File: config.mk
export PLATFORM = sky130hd
export DESIGN_NAME = sprite_sheet_frame_sequencer_unit
export DESIGN_NICKNAME = d
export VERILOG_FILES = /design/src/sv/ssfs_pkg.sv /design/src/sv/ssfs_div.sv /design/src/sv/ssfs_mul.sv /design/src/sv/sprite_sheet_frame_sequencer_unit.sv
export SDC_FILE = /design/constraint.sdc
export NUM_CORES = 1
export LEC_CHECK = 0
export BUFFER_PORTS_ARGS = -buffer_cell sky130_fd_sc_hd__buf_4
export CAP_MARGIN = 5
export CORE_AREA = 2 2 196 246
export DETAILED_ROUTE_END_ITERATION = 6
export DIE_AREA = 0 0 198 248
export PLACE_DENSITY = 0.76
export SLEW_MARGIN = 20
export SYNTH_ARGS = -nofsm -noshare
export SYNTH_HDL_FRONTEND = slang
export SYNTH_HIERARCHICAL = 1
export SYNTH_SLANG_ARGS = --single-unit
File: constraint.sdc
create_clock -name clk -period 5.8 [get_ports clk]
set_input_delay 0.58 -clock clk [delete_from_list [all_inputs] [get_ports clk]]
set_output_delay 0.58 -clock clk [all_outputs]
set_load 0.02 [all_outputs]
File: src/sv/ssfs_pkg.sv
package ssfs_pkg;

  // Default widths of the frame counter and of the clip coordinates
  localparam int FRAME_BITS_DEF = 12;
  localparam int COORD_BITS_DEF = 12;

  // Stream and configuration port widths
  localparam int IN_DATA_W   = 32;
  localparam int OUT_DATA_W  = 72;
  localparam int CFG_INDEX_W = 3;
  localparam int CFG_DATA_W  = 16;

  // Field widths
  localparam int ACC_BITS     = 17;
  localparam int PERIOD_BITS  = 16;
  localparam int SHEET_BITS   = 12;
  localparam int GRID_BITS    = 7;
  localparam int COUNT_BITS   = 13;
  localparam int ELAPSED_BITS = 16;
  localparam int TARGET_BITS  = 12;

  // Item kinds carried on tuser
  localparam logic CMD_TICK = 1'b0;
  localparam logic CMD_JUMP = 1'b1;

  // Register indexes
  localparam logic [CFG_INDEX_W-1:0] REG_SHEET_WIDTH   = 3'd0;
  localparam logic [CFG_INDEX_W-1:0] REG_SHEET_HEIGHT  = 3'd1;
  localparam logic [CFG_INDEX_W-1:0] REG_GRID_ROWS     = 3'd2;
  localparam logic [CFG_INDEX_W-1:0] REG_GRID_COLUMNS  = 3'd3;
  localparam logic [CFG_INDEX_W-1:0] REG_SPRITE_COUNT  = 3'd4;
  localparam logic [CFG_INDEX_W-1:0] REG_UPDATE_PERIOD = 3'd5;

endpackage

File: src/sv/ssfs_div.sv
module ssfs_div #(
  parameter int NW = 17,
  parameter int DW = 16
) (
  input  logic          clk,
  input  logic          rst_n,
  input  logic          start,
  input  logic [NW-1:0] dividend,
  input  logic [DW-1:0] divisor,
  output logic          done,
  output logic [NW-1:0] quotient,
  output logic [DW-1:0] remainder
);

  localparam int CW = $clog2(NW + 1);

  logic [NW-1:0] quo_r;
  logic [DW-1:0] rem_r;
  logic [DW-1:0] dvs_r;
  logic [CW-1:0] cnt_r;
  logic          busy_r;
  logic          done_r;

  logic [DW:0]   shifted;
  logic [DW+1:0] diff;
  logic          fits;

  // One quotient bit per cycle, restoring form
  assign shifted = {rem_r, quo_r[NW-1]};
  assign diff    = {1'b0, shifted} - {2'b00, dvs_r};
  assign fits    = ~diff[DW+1];

  always_ff @(posedge clk) begin
    if (!rst_n) begin
      busy_r <= 1'b0;
      done_r <= 1'b0;
      cnt_r  <= '0;
    end else if (start) begin
      busy_r <= 1'b1;
      done_r <= 1'b0;
      cnt_r  <= CW'(NW);
    end else if (busy_r) begin
      cnt_r <= cnt_r - CW'(1);
      if (cnt_r == CW'(1)) begin
        busy_r <= 1'b0;
        done_r <= 1'b1;
      end
    end
  end

  always_ff @(posedge clk) begin
    if (start) begin
      quo_r <= dividend;
      rem_r <= '0;
      dvs_r <= divisor;
    end else if (busy_r) begin
      rem_r <= fits ? diff[DW-1:0] : shifted[DW-1:0];
      quo_r <= {quo_r[NW-2:0], fits};
    end
  end

  assign done      = done_r;
  assign quotient  = quo_r;
  assign remainder = rem_r;

endmodule

File: src/sv/ssfs_mul.sv
module ssfs_mul #(
  parameter int AW = 12,
  parameter int BW = 7,
  parameter int PW = 12
) (
  input  logic          clk,
  input  logic          rst_n,
  input  logic          start,
  input  logic [AW-1:0] mcand,
  input  logic [BW-1:0] mplier,
  output logic          done,
  output logic [PW-1:0] product
);

  localparam int CW = $clog2(BW + 1);

  logic [PW-1:0] a_r;
  logic [BW-1:0] b_r;
  logic [PW-1:0] p_r;
  logic [CW-1:0] cnt_r;
  logic          busy_r;
  logic          done_r;

  always_ff @(posedge clk) begin
    if (!rst_n) begin
      busy_r <= 1'b0;
      done_r <= 1'b0;
      cnt_r  <= '0;
    end else if (start) begin
      busy_r <= 1'b1;
      done_r <= 1'b0;
      cnt_r  <= CW'(BW);
    end else if (busy_r) begin
      cnt_r <= cnt_r - CW'(1);
      if (cnt_r == CW'(1)) begin
        busy_r <= 1'b0;
        done_r <= 1'b1;
      end
    end
  end

  // Shift-add, one multiplier bit per cycle; product wraps at PW bits
  always_ff @(posedge clk) begin
    if (start) begin
      a_r <= PW'(mcand);
      b_r <= mplier;
      p_r <= '0;
    end else if (busy_r) begin
      if (b_r[0]) begin
        p_r <= p_r + a_r;
      end
      a_r <= a_r << 1;
      b_r <= b_r >> 1;
    end
  end

  assign done    = done_r;
  assign product = p_r;

endmodule

File: src/sv/sprite_sheet_frame_sequencer_unit.sv
// A tick with a nonzero period runs the time division, the frame wrap, the column split and
// the offset multipliers in turn; a jump or a paused tick skips the frame wrap. The cell
// width and height divisions run alongside the time division. One item at a time; the next
// transfer is taken the cycle after the result is loaded. Dividers and multipliers are bit-serial.
// Reset: synchronous, active low; frame and accumulator clear, registers take their defaults.
module sprite_sheet_frame_sequencer_unit #(
  parameter int FRAME_BITS = ssfs_pkg::FRAME_BITS_DEF,
  parameter int COORD_BITS = ssfs_pkg::COORD_BITS_DEF
) (
  input  logic                              clk,
  input  logic                              rst_n,
  // Input stream
  input  logic                              in_tvalid,
  output logic                              in_tready,
  // tdata: elapsed_time[15:0], target_frame[27:16], zero pad [31:28]
  input  logic [ssfs_pkg::IN_DATA_W-1:0]    in_tdata,
  // tuser: cmd (0 = tick, 1 = jump)
  input  logic                              in_tuser,
  // Result stream
  output logic                              out_tvalid,
  input  logic                              out_tready,
  // tdata: frame_index[11:0], clip_x[23:12], clip_y[47:24], clip_width[59:48],
  //        clip_height[71:60]
  output logic [ssfs_pkg::OUT_DATA_W-1:0]   out_tdata,
  // Configuration write channel
  input  logic                              cfg_valid,
  output logic                              cfg_ready,
  input  logic [ssfs_pkg::CFG_INDEX_W-1:0]  cfg_index,
  input  logic [ssfs_pkg::CFG_DATA_W-1:0]   cfg_data
);

  import ssfs_pkg::*;

  localparam int CNT_W  = FRAME_BITS + 1;
  localparam int FSUM_W = ((FRAME_BITS > ACC_BITS) ? FRAME_BITS : ACC_BITS) + 1;
  localparam int CMP_W  = 18;
  localparam logic [CMP_W-1:0] CNT_LIM = CMP_W'(2 ** FRAME_BITS);

  localparam logic [2:0] S_IDLE = 3'd0;
  localparam logic [2:0] S_DIV1 = 3'd1;
  localparam logic [2:0] S_DIV2 = 3'd2;
  localparam logic [2:0] S_DIV3 = 3'd3;
  localparam logic [2:0] S_MUL  = 3'd4;

  // Configuration registers
  logic [SHEET_BITS-1:0]  sheet_w_r;
  logic [SHEET_BITS-1:0]  sheet_h_r;
  logic [GRID_BITS-1:0]   rows_r;
  logic [GRID_BITS-1:0]   cols_r;
  logic [COUNT_BITS-1:0]  count_cfg_r;
  logic [PERIOD_BITS-1:0] period_r;

  // Animation state
  logic [FRAME_BITS-1:0]  cur_r;
  logic [ACC_BITS-1:0]    acc_r;
  logic                   cmd_r;
  logic [2:0]             state_r;
  logic [2:0]             state_nxt;

  // Output register
  logic                   out_valid_r;
  logic [OUT_DATA_W-1:0]  out_data_r;
  logic [OUT_DATA_W-1:0]  out_data_nxt;

  logic                   in_accept;
  logic                   cfg_hit;
  logic [ELAPSED_BITS-1:0] in_elapsed;
  logic [TARGET_BITS-1:0]  in_target;
  logic [ACC_BITS-1:0]    acc_sum;

  logic [GRID_BITS-1:0]   rows_eff;
  logic [GRID_BITS-1:0]   cols_eff;
  logic [13:0]            grid_cells;
  logic [CMP_W-1:0]       count_raw;
  logic [CMP_W-1:0]       count_sat;
  logic [CNT_W-1:0]       frame_count;

  // Unit handshakes and results
  logic                   done_t, done_w, done_h, done_f, done_c, done_x, done_y;
  logic [ACC_BITS-1:0]    quo_t;
  logic [PERIOD_BITS-1:0] rem_t;
  logic [SHEET_BITS-1:0]  quo_w;
  logic [SHEET_BITS-1:0]  quo_h;
  logic [CNT_W-1:0]       rem_f;
  logic [FRAME_BITS-1:0]  quo_c;
  logic [GRID_BITS-1:0]   rem_c;
  logic [COORD_BITS-1:0]  prod_x;
  logic [2*COORD_BITS-1:0] prod_y;

  logic                   div1_done;
  logic                   start_f;
  logic                   start_c;
  logic                   start_m;
  logic                   out_load;
  logic [FSUM_W-1:0]      f_sum;
  logic [FRAME_BITS-1:0]  split_src;

  assign in_accept  = in_tvalid & in_tready;
  assign in_tready  = (state_r == S_IDLE);
  assign in_elapsed = in_tdata[ELAPSED_BITS-1:0];
  assign in_target  = in_tdata[ELAPSED_BITS +: TARGET_BITS];
  assign acc_sum    = acc_r + {1'b0, in_elapsed};

  assign cfg_ready  = 1'b1;
  assign cfg_hit    = cfg_valid & (cfg_index inside {[REG_SHEET_WIDTH:REG_UPDATE_PERIOD]});

  // Zero rows or columns count as one
  assign rows_eff   = (rows_r == '0) ? GRID_BITS'(1) : rows_r;
  assign cols_eff   = (cols_r == '0) ? GRID_BITS'(1) : cols_r;
  assign grid_cells = rows_eff * cols_eff;

  // Frames in use: given count, or the whole grid; saturate at 2^FRAME_BITS
  assign count_raw   = (count_cfg_r == '0) ? CMP_W'(grid_cells) : CMP_W'(count_cfg_r);
  assign count_sat   = (count_raw > CNT_LIM) ? CNT_LIM : count_raw;
  assign frame_count = count_sat[CNT_W-1:0];

  // Sequencing of the serial units
  assign div1_done = done_t & done_w & done_h;
  assign start_f   = (state_r == S_DIV1) && div1_done && (cmd_r == CMD_TICK) &&
                     (period_r != '0);
  assign start_c   = ((state_r == S_DIV1) && div1_done && !start_f) ||
                     ((state_r == S_DIV2) && done_f);
  assign start_m   = (state_r == S_DIV3) && done_c;
  assign out_load  = (state_r == S_MUL) && done_x && done_y &&
                     (!out_valid_r || out_tready);

  assign f_sum     = FSUM_W'(cur_r) + FSUM_W'(quo_t);
  // Column split reads the freshly wrapped frame straight from the wrap unit
  assign split_src = (state_r == S_DIV2) ? rem_f[FRAME_BITS-1:0] : cur_r;

  // Time accumulator / period: quotient advances the frame, remainder is kept
  ssfs_div #(.NW(ACC_BITS), .DW(PERIOD_BITS)) u_div_time (
    .clk       (clk),
    .rst_n     (rst_n),
    .start     (in_accept),
    .dividend  (acc_sum),
    .divisor   (period_r),
    .done      (done_t),
    .quotient  (quo_t),
    .remainder (rem_t)
  );

  // Cell width and height, run alongside the time division
  ssfs_div #(.NW(SHEET_BITS), .DW(GRID_BITS)) u_div_cw (
    .clk       (clk),
    .rst_n     (rst_n),
    .start     (in_accept),
    .dividend  (sheet_w_r),
    .divisor   (cols_eff),
    .done      (done_w),
    .quotient  (quo_w),
    .remainder ()
  );

  ssfs_div #(.NW(SHEET_BITS), .DW(GRID_BITS)) u_div_ch (
    .clk       (clk),
    .rst_n     (rst_n),
    .start     (in_accept),
    .dividend  (sheet_h_r),
    .divisor   (rows_eff),
    .done      (done_h),
    .quotient  (quo_h),
    .remainder ()
  );

  // Wrap the advanced frame modulo the frame count
  ssfs_div #(.NW(FSUM_W), .DW(CNT_W)) u_div_wrap (
    .clk       (clk),
    .rst_n     (rst_n),
    .start     (start_f),
    .dividend  (f_sum),
    .divisor   (frame_count),
    .done      (done_f),
    .quotient  (),
    .remainder (rem_f)
  );

  // Split the frame into grid row and column
  ssfs_div #(.NW(FRAME_BITS), .DW(GRID_BITS)) u_div_split (
    .clk       (clk),
    .rst_n     (rst_n),
    .start     (start_c),
    .dividend  (split_src),
    .divisor   (cols_eff),
    .done      (done_c),
    .quotient  (quo_c),
    .remainder (rem_c)
  );

  // Pixel offsets of the clip
  ssfs_mul #(.AW(SHEET_BITS), .BW(GRID_BITS), .PW(COORD_BITS)) u_mul_x (
    .clk     (clk),
    .rst_n   (rst_n),
    .start   (start_m),
    .mcand   (quo_w),
    .mplier  (rem_c),
    .done    (done_x),
    .product (prod_x)
  );

  ssfs_mul #(.AW(SHEET_BITS), .BW(FRAME_BITS), .PW(2*COORD_BITS)) u_mul_y (
    .clk     (clk),
    .rst_n   (rst_n),
    .start   (start_m),
    .mcand   (quo_h),
    .mplier  (quo_c),
    .done    (done_y),
    .product (prod_y)
  );

  // Next state
  always_comb begin
    state_nxt = state_r;
    case (state_r)
      S_IDLE: if (in_accept) state_nxt = S_DIV1;
      S_DIV1: begin
        if (start_f) begin
          state_nxt = S_DIV2;
        end else if (start_c) begin
          state_nxt = S_DIV3;
        end
      end
      S_DIV2: if (start_c) state_nxt = S_DIV3;
      S_DIV3: if (start_m) state_nxt = S_MUL;
      S_MUL:  if (out_load) state_nxt = S_IDLE;
      default: state_nxt = S_IDLE;
    endcase
  end

  always_ff @(posedge clk) begin
    if (!rst_n) begin
      state_r <= S_IDLE;
    end else begin
      state_r <= state_nxt;
    end
  end

  // Configuration registers; a write to a listed register also rewinds the frame
  always_ff @(posedge clk) begin
    if (!rst_n) begin
      sheet_w_r   <= SHEET_BITS'(1);
      sheet_h_r   <= SHEET_BITS'(1);
      rows_r      <= GRID_BITS'(1);
      cols_r      <= GRID_BITS'(1);
      count_cfg_r <= '0;
      period_r    <= '0;
    end else if (cfg_valid) begin
      case (cfg_index)
        REG_SHEET_WIDTH:   sheet_w_r   <= cfg_data[SHEET_BITS-1:0];
        REG_SHEET_HEIGHT:  sheet_h_r   <= cfg_data[SHEET_BITS-1:0];
        REG_GRID_ROWS:     rows_r      <= cfg_data[GRID_BITS-1:0];
        REG_GRID_COLUMNS:  cols_r      <= cfg_data[GRID_BITS-1:0];
        REG_SPRITE_COUNT:  count_cfg_r <= cfg_data[COUNT_BITS-1:0];
        REG_UPDATE_PERIOD: period_r    <= cfg_data[PERIOD_BITS-1:0];
        default: ;
      endcase
    end
  end

  // Frame and accumulator
  always_ff @(posedge clk) begin
    if (!rst_n) begin
      cur_r <= '0;
      acc_r <= '0;
      cmd_r <= CMD_TICK;
    end else begin
      if (in_accept) begin
        cmd_r <= in_tuser;
        // Jump: take the target as given, no wrap until the next tick
        if (in_tuser == CMD_JUMP) begin
          cur_r <= FRAME_BITS'(in_target);
        end
      end
      if (state_r == S_DIV1 && div1_done && cmd_r == CMD_TICK) begin
        // Paused animation drops the accumulated time
        acc_r <= (period_r == '0) ? '0 : ACC_BITS'(rem_t);
      end
      if (state_r == S_DIV2 && done_f) begin
        cur_r <= rem_f[FRAME_BITS-1:0];
      end
      if (cfg_hit) begin
        cur_r <= '0;
      end
    end
  end

  // Result word
  assign out_data_nxt = {
    12'(COORD_BITS'(quo_h)),
    12'(COORD_BITS'(quo_w)),
    24'(prod_y),
    12'(prod_x),
    12'(cur_r)
  };

  always_ff @(posedge clk) begin
    if (!rst_n) begin
      out_valid_r <= 1'b0;
    end else if (out_load) begin
      out_valid_r <= 1'b1;
    end else if (out_tready) begin
      out_valid_r <= 1'b0;
    end
  end

  always_ff @(posedge clk) begin
    if (out_load) begin
      out_data_r <= out_data_nxt;
    end
  end

  assign out_tvalid = out_valid_r;
  assign out_tdata  = out_data_r;

  // The kept remainder is always below the period
  a_acc_below_period: assert property (@(posedge clk) disable iff (!rst_n)
    start_f |=> (acc_r < {1'b0, period_r}))
    else $error("accumulator not below period after a tick");

  // A paused tick clears the accumulator
  a_pause_clears: assert property (@(posedge clk) disable iff (!rst_n)
    (state_r == S_DIV1 && div1_done && cmd_r == CMD_TICK && period_r == '0)
      |=> (acc_r == '0))
    else $error("paused tick left time in the accumulator");

  // A wrapped frame lies inside the frame count
  a_frame_wrapped: assert property (@(posedge clk) disable iff (!rst_n)
    (state_r == S_DIV2 && done_f) |=> (CNT_W'(cur_r) < frame_count))
    else $error("frame not wrapped into the frame count");

  // A result is loaded only when the output register is free or drains
  a_no_overwrite: assert property (@(posedge clk) disable iff (!rst_n)
    (out_valid_r && !out_tready) |-> !out_load)
    else $error("pending result overwritten");

endmodule

==> results.json <==
{
  "status": "finished, final reports clean",
  "fin_hold_ws_ps": 261,
  "grt_max_degree": 74,
  "grt_overflow": 0,
  "start_util_pct": 55.3,
  "fp.dieArea_um2": 49100,
  "postSynthAreaPerCell_um2": 10.3,
  "drc": 0,
  "layout.nets": 2845,
  "r2r_end": "u_div_wrap/dvs_r[1]",
  "max_clock_freq_mhz": 180,
  "cts_root_buffer": "clkbuf_16",
  "post-route-period-util_pct": 95.9,
  "clk_latency_ps": 580,
  "synth_top_area_share_pct": 27.3,
  "tightest_slew_ps": 1090,
  "synth_edf_count": 236,
  "finalPower_mw": 8.38,
  "cts_buffers": 46,
  "ys.flop_type": "dfxtp_1",
  "async_reset_ff_share_pct": 0,
  "path_max_fanout": 5,
  "ys_types": 93,
  "ff2ff_path_depth": 18,
  "synth-seq-cells": 477,
  "gr-max-usage-layer": "met2",
  "ys_top_cells_by_area": "edfxtp_1 27%, dfxtp_1 19%, ha_1 7.6%, mux2_2 5.3%, nand2_1 4.5%",
  "portBuffers": 126,
  "utilization_pct": 61.7,
  "core_area_um2": 46900,
  "die_h_um": 248,
  "cp_slowest_cell": "fa_1",
  "syn_nets": 2764,
  "r2r_setup_slack_ps": 240,
  "wirelength_um": 58800,
  "drtIter0Drc": 1055,
  "skew_ps": 16.0,
  "clkTransAtPathRegs_ps": 60,
  "std_cell_rows": 89,
  "cp_cell_sequence": "nor4_1, a21o_1, nand2_1, fa_1, fa_1, inv_1, fa_1, inv_1, fa_1, inv_1, ha_1, and3_1, a22o_1, o311a_1, or3_1, a31oi_4, a41oi_4, nor3_1",
  "max-slew-margin-rel_pct": 27.3,
  "worstPathArrival_ps": 5970,
  "fin_area_um2": 28900,
  "detail-route-antenna-nets": 0,
  "end_kind": "flip-flop",
  "setup.worst_path.end": "u_div_wrap/dvs_r[1]",
  "drive_gt1_share_pct": 15.9,
  "drt_pass1_iterations": 5,
  "htree_levels": 2,
  "syn-cell-area_um2": 25900,
  "hold_path_class": "in -> reg",
  "yosysTopAreaCell": "edfxtp_1",
  "clk_path_buf_depth": 3,
  "tns_ps": 0,
  "cts.sinks": 477,
  "path_class": "reg -> reg",
  "mostFrequentLayoutCells": "312 x nand2_1, 241 x dfxtp_1, 236 x edfxtp_1",
  "p_per_area_nw_per_um2": 290,
  "place_area_um2": 27300,
  "wire_per_inst_um": 18.0,
  "grt_pass1_wl_um": 94100,
  "pin_count": 132,
  "ys_seq_area_share_pct": 45.9,
  "critPathRequiredTime_ps": 6200,
  "fp.dieW_um": 198,
  "max_stage_delay_ps": 540,
  "grt_use_total_pct": 23.9,
  "syn2layout_area_growth_pct": 11.6,
  "dp_hpwl_um": 42600,
  "post-place-cells": 3185,
  "grt_use_met2_pct": 42.1,
  "hold_viol_final": 0,
  "drv_slew": 0,
  "num_antenna_cells": 0,
  "viasPerCell": 5.76,
  "rr_startpoint": "rows_r[6]",
  "cpMostUsedCell": "fa_1",
  "gp_congestion": 0.899,
  "fin_crit_ps": 5560,
  "grt_pass1_vias": 18400,
  "crit_path_start_kind": "flip-flop",
  "grt_setup_unrepaired": "yes",
  "dp_slack_ps": 143,
  "finalSetupViolCount": 0,
  "final_cell_count_no_fill": 3271,
  "ys_warn_count": 6,
  "startpoint": "rows_r[6]",
  "p_leak_nw": 11.5,
  "vias": 18800,
  "final_common_cell": "nand2_1",
  "postCtsHoldBufs": 0,
  "globalRouteMet3Util_pct": 2.51,
  "gr-usage-met1_pct": 31.1,
  "synthCells": 2516,
  "drv_cap": 0,
  "grt_antenna_before_repair": 0,
  "fin_ws_ps": 239,
  "cts_tree": "built",
  "peakVddDrop_mv": 0.197
}
sequential cells by signal (all words and copies together) (netlist names), 16 cells and up:
register	flops
out_tdata	72
u_mul_y/a_r	24
u_mul_y/product	24
u_div_wrap/quotient	18
u_div_time/quotient	17
acc_r	16
period_r	16
u_div_time/dvs_r	16
u_div_time/remainder	16
worst max-delay path, delay by kind of cell, from the launching register on:
| family | cells | cell delay [ps] |
|---|---|---|
| flip-flops | 1 | 320 |
| AND/OR/NAND/NOR | 5 | 1180 |
| AO/OA/AOI/OAI | 5 | 1300 |
| buffers and inverters | 3 | 150 |
| adder cells (fa/ha/maj) | 5 | 2430 |
worst min path at each step:
stage	from	endpoint	slack, ps	cells after the start
after global routing	cfg_data[13]	period_r[13]	250	3
final	cfg_data[13]	period_r[13]	260	3
after floorplan	u_mul_y/product[23]	out_tdata[47]	420	0
after detailed placement	period_r[0]	u_div_time/dvs_r[0]	440	0
after global placement	u_mul_y/product[23]	out_tdata[47]	440	0
after CTS	cfg_data[13]	period_r[13]	240	3
Yosys cell counts, types with 40 or more instances:
| cell type | count |
|---|---|
| nor2b_1 | 40 |
| o21ai_0 | 56 |
| clkbuf_1 | 80 |
| a21boi_0 | 73 |
| nand2_1 | 312 |
| inv_1 | 137 |
| nor3_1 | 41 |
| nor2_1 | 172 |
| ha_1 | 158 |
| edfxtp_1 | 236 |
| xnor2_1 | 61 |
| and2_1 | 47 |
| dfxtp_1 | 241 |
| a21oi_1 | 111 |
| mux2_2 | 122 |
what timing repair did:
action,in CTS,in global routing
buffers inserted,0,0
resized for setup,0,8
setup endpoints to repair,0,9
report_power, final:
group | leakage, nW | switching, mW | internal (mW) | total (mW)
registers | 4.19 | 0.191 | 3.71 | 3.90
clock network | 0.758 | 1.29 | 1.80 | 3.09
logic | 6.53 | 0.783 | 0.605 | 1.39
layer usage:
layer	up-vias	part of all wire, %
met5	-	0
met4	0	2.3
met3	82	3.8
met2	413	49
met1	9161	45
li1	9191	-
cell families (layout without fill, tap and decap cells):
kind of cell / after synthesis / count (layout) / share of synthesized area, %
buf+inv: 256 / 373 / 4.18
other cells: 1 / 1 / 0.0145
xor+xnor: 100 / 100 / 3.38
simple gates: 801 / 801 / 14.7
fa+ha+maj: 191 / 191 / 10.2
flops: 477 / 477 / 45.9
compound gates: 530 / 531 / 14.8
mux: 160 / 160 / 6.77
area by class of cell:
| cell class | count | area, um^2 |
|---|---|---|
| Timing Repair Buffer | 151 | 1130 |
| Tap cell | 637 | 797 |
| Clock inverter | 30 | 322 |
| Inverter | 137 | 514 |
| Fill cell | 3754 | 17900 |
| Clock buffer | 55 | 1240 |
| Sequential cell | 477 | 11900 |
| Multi-Input combinational cell | 1784 | 13000 |
(Power assumes the default switching activity.)
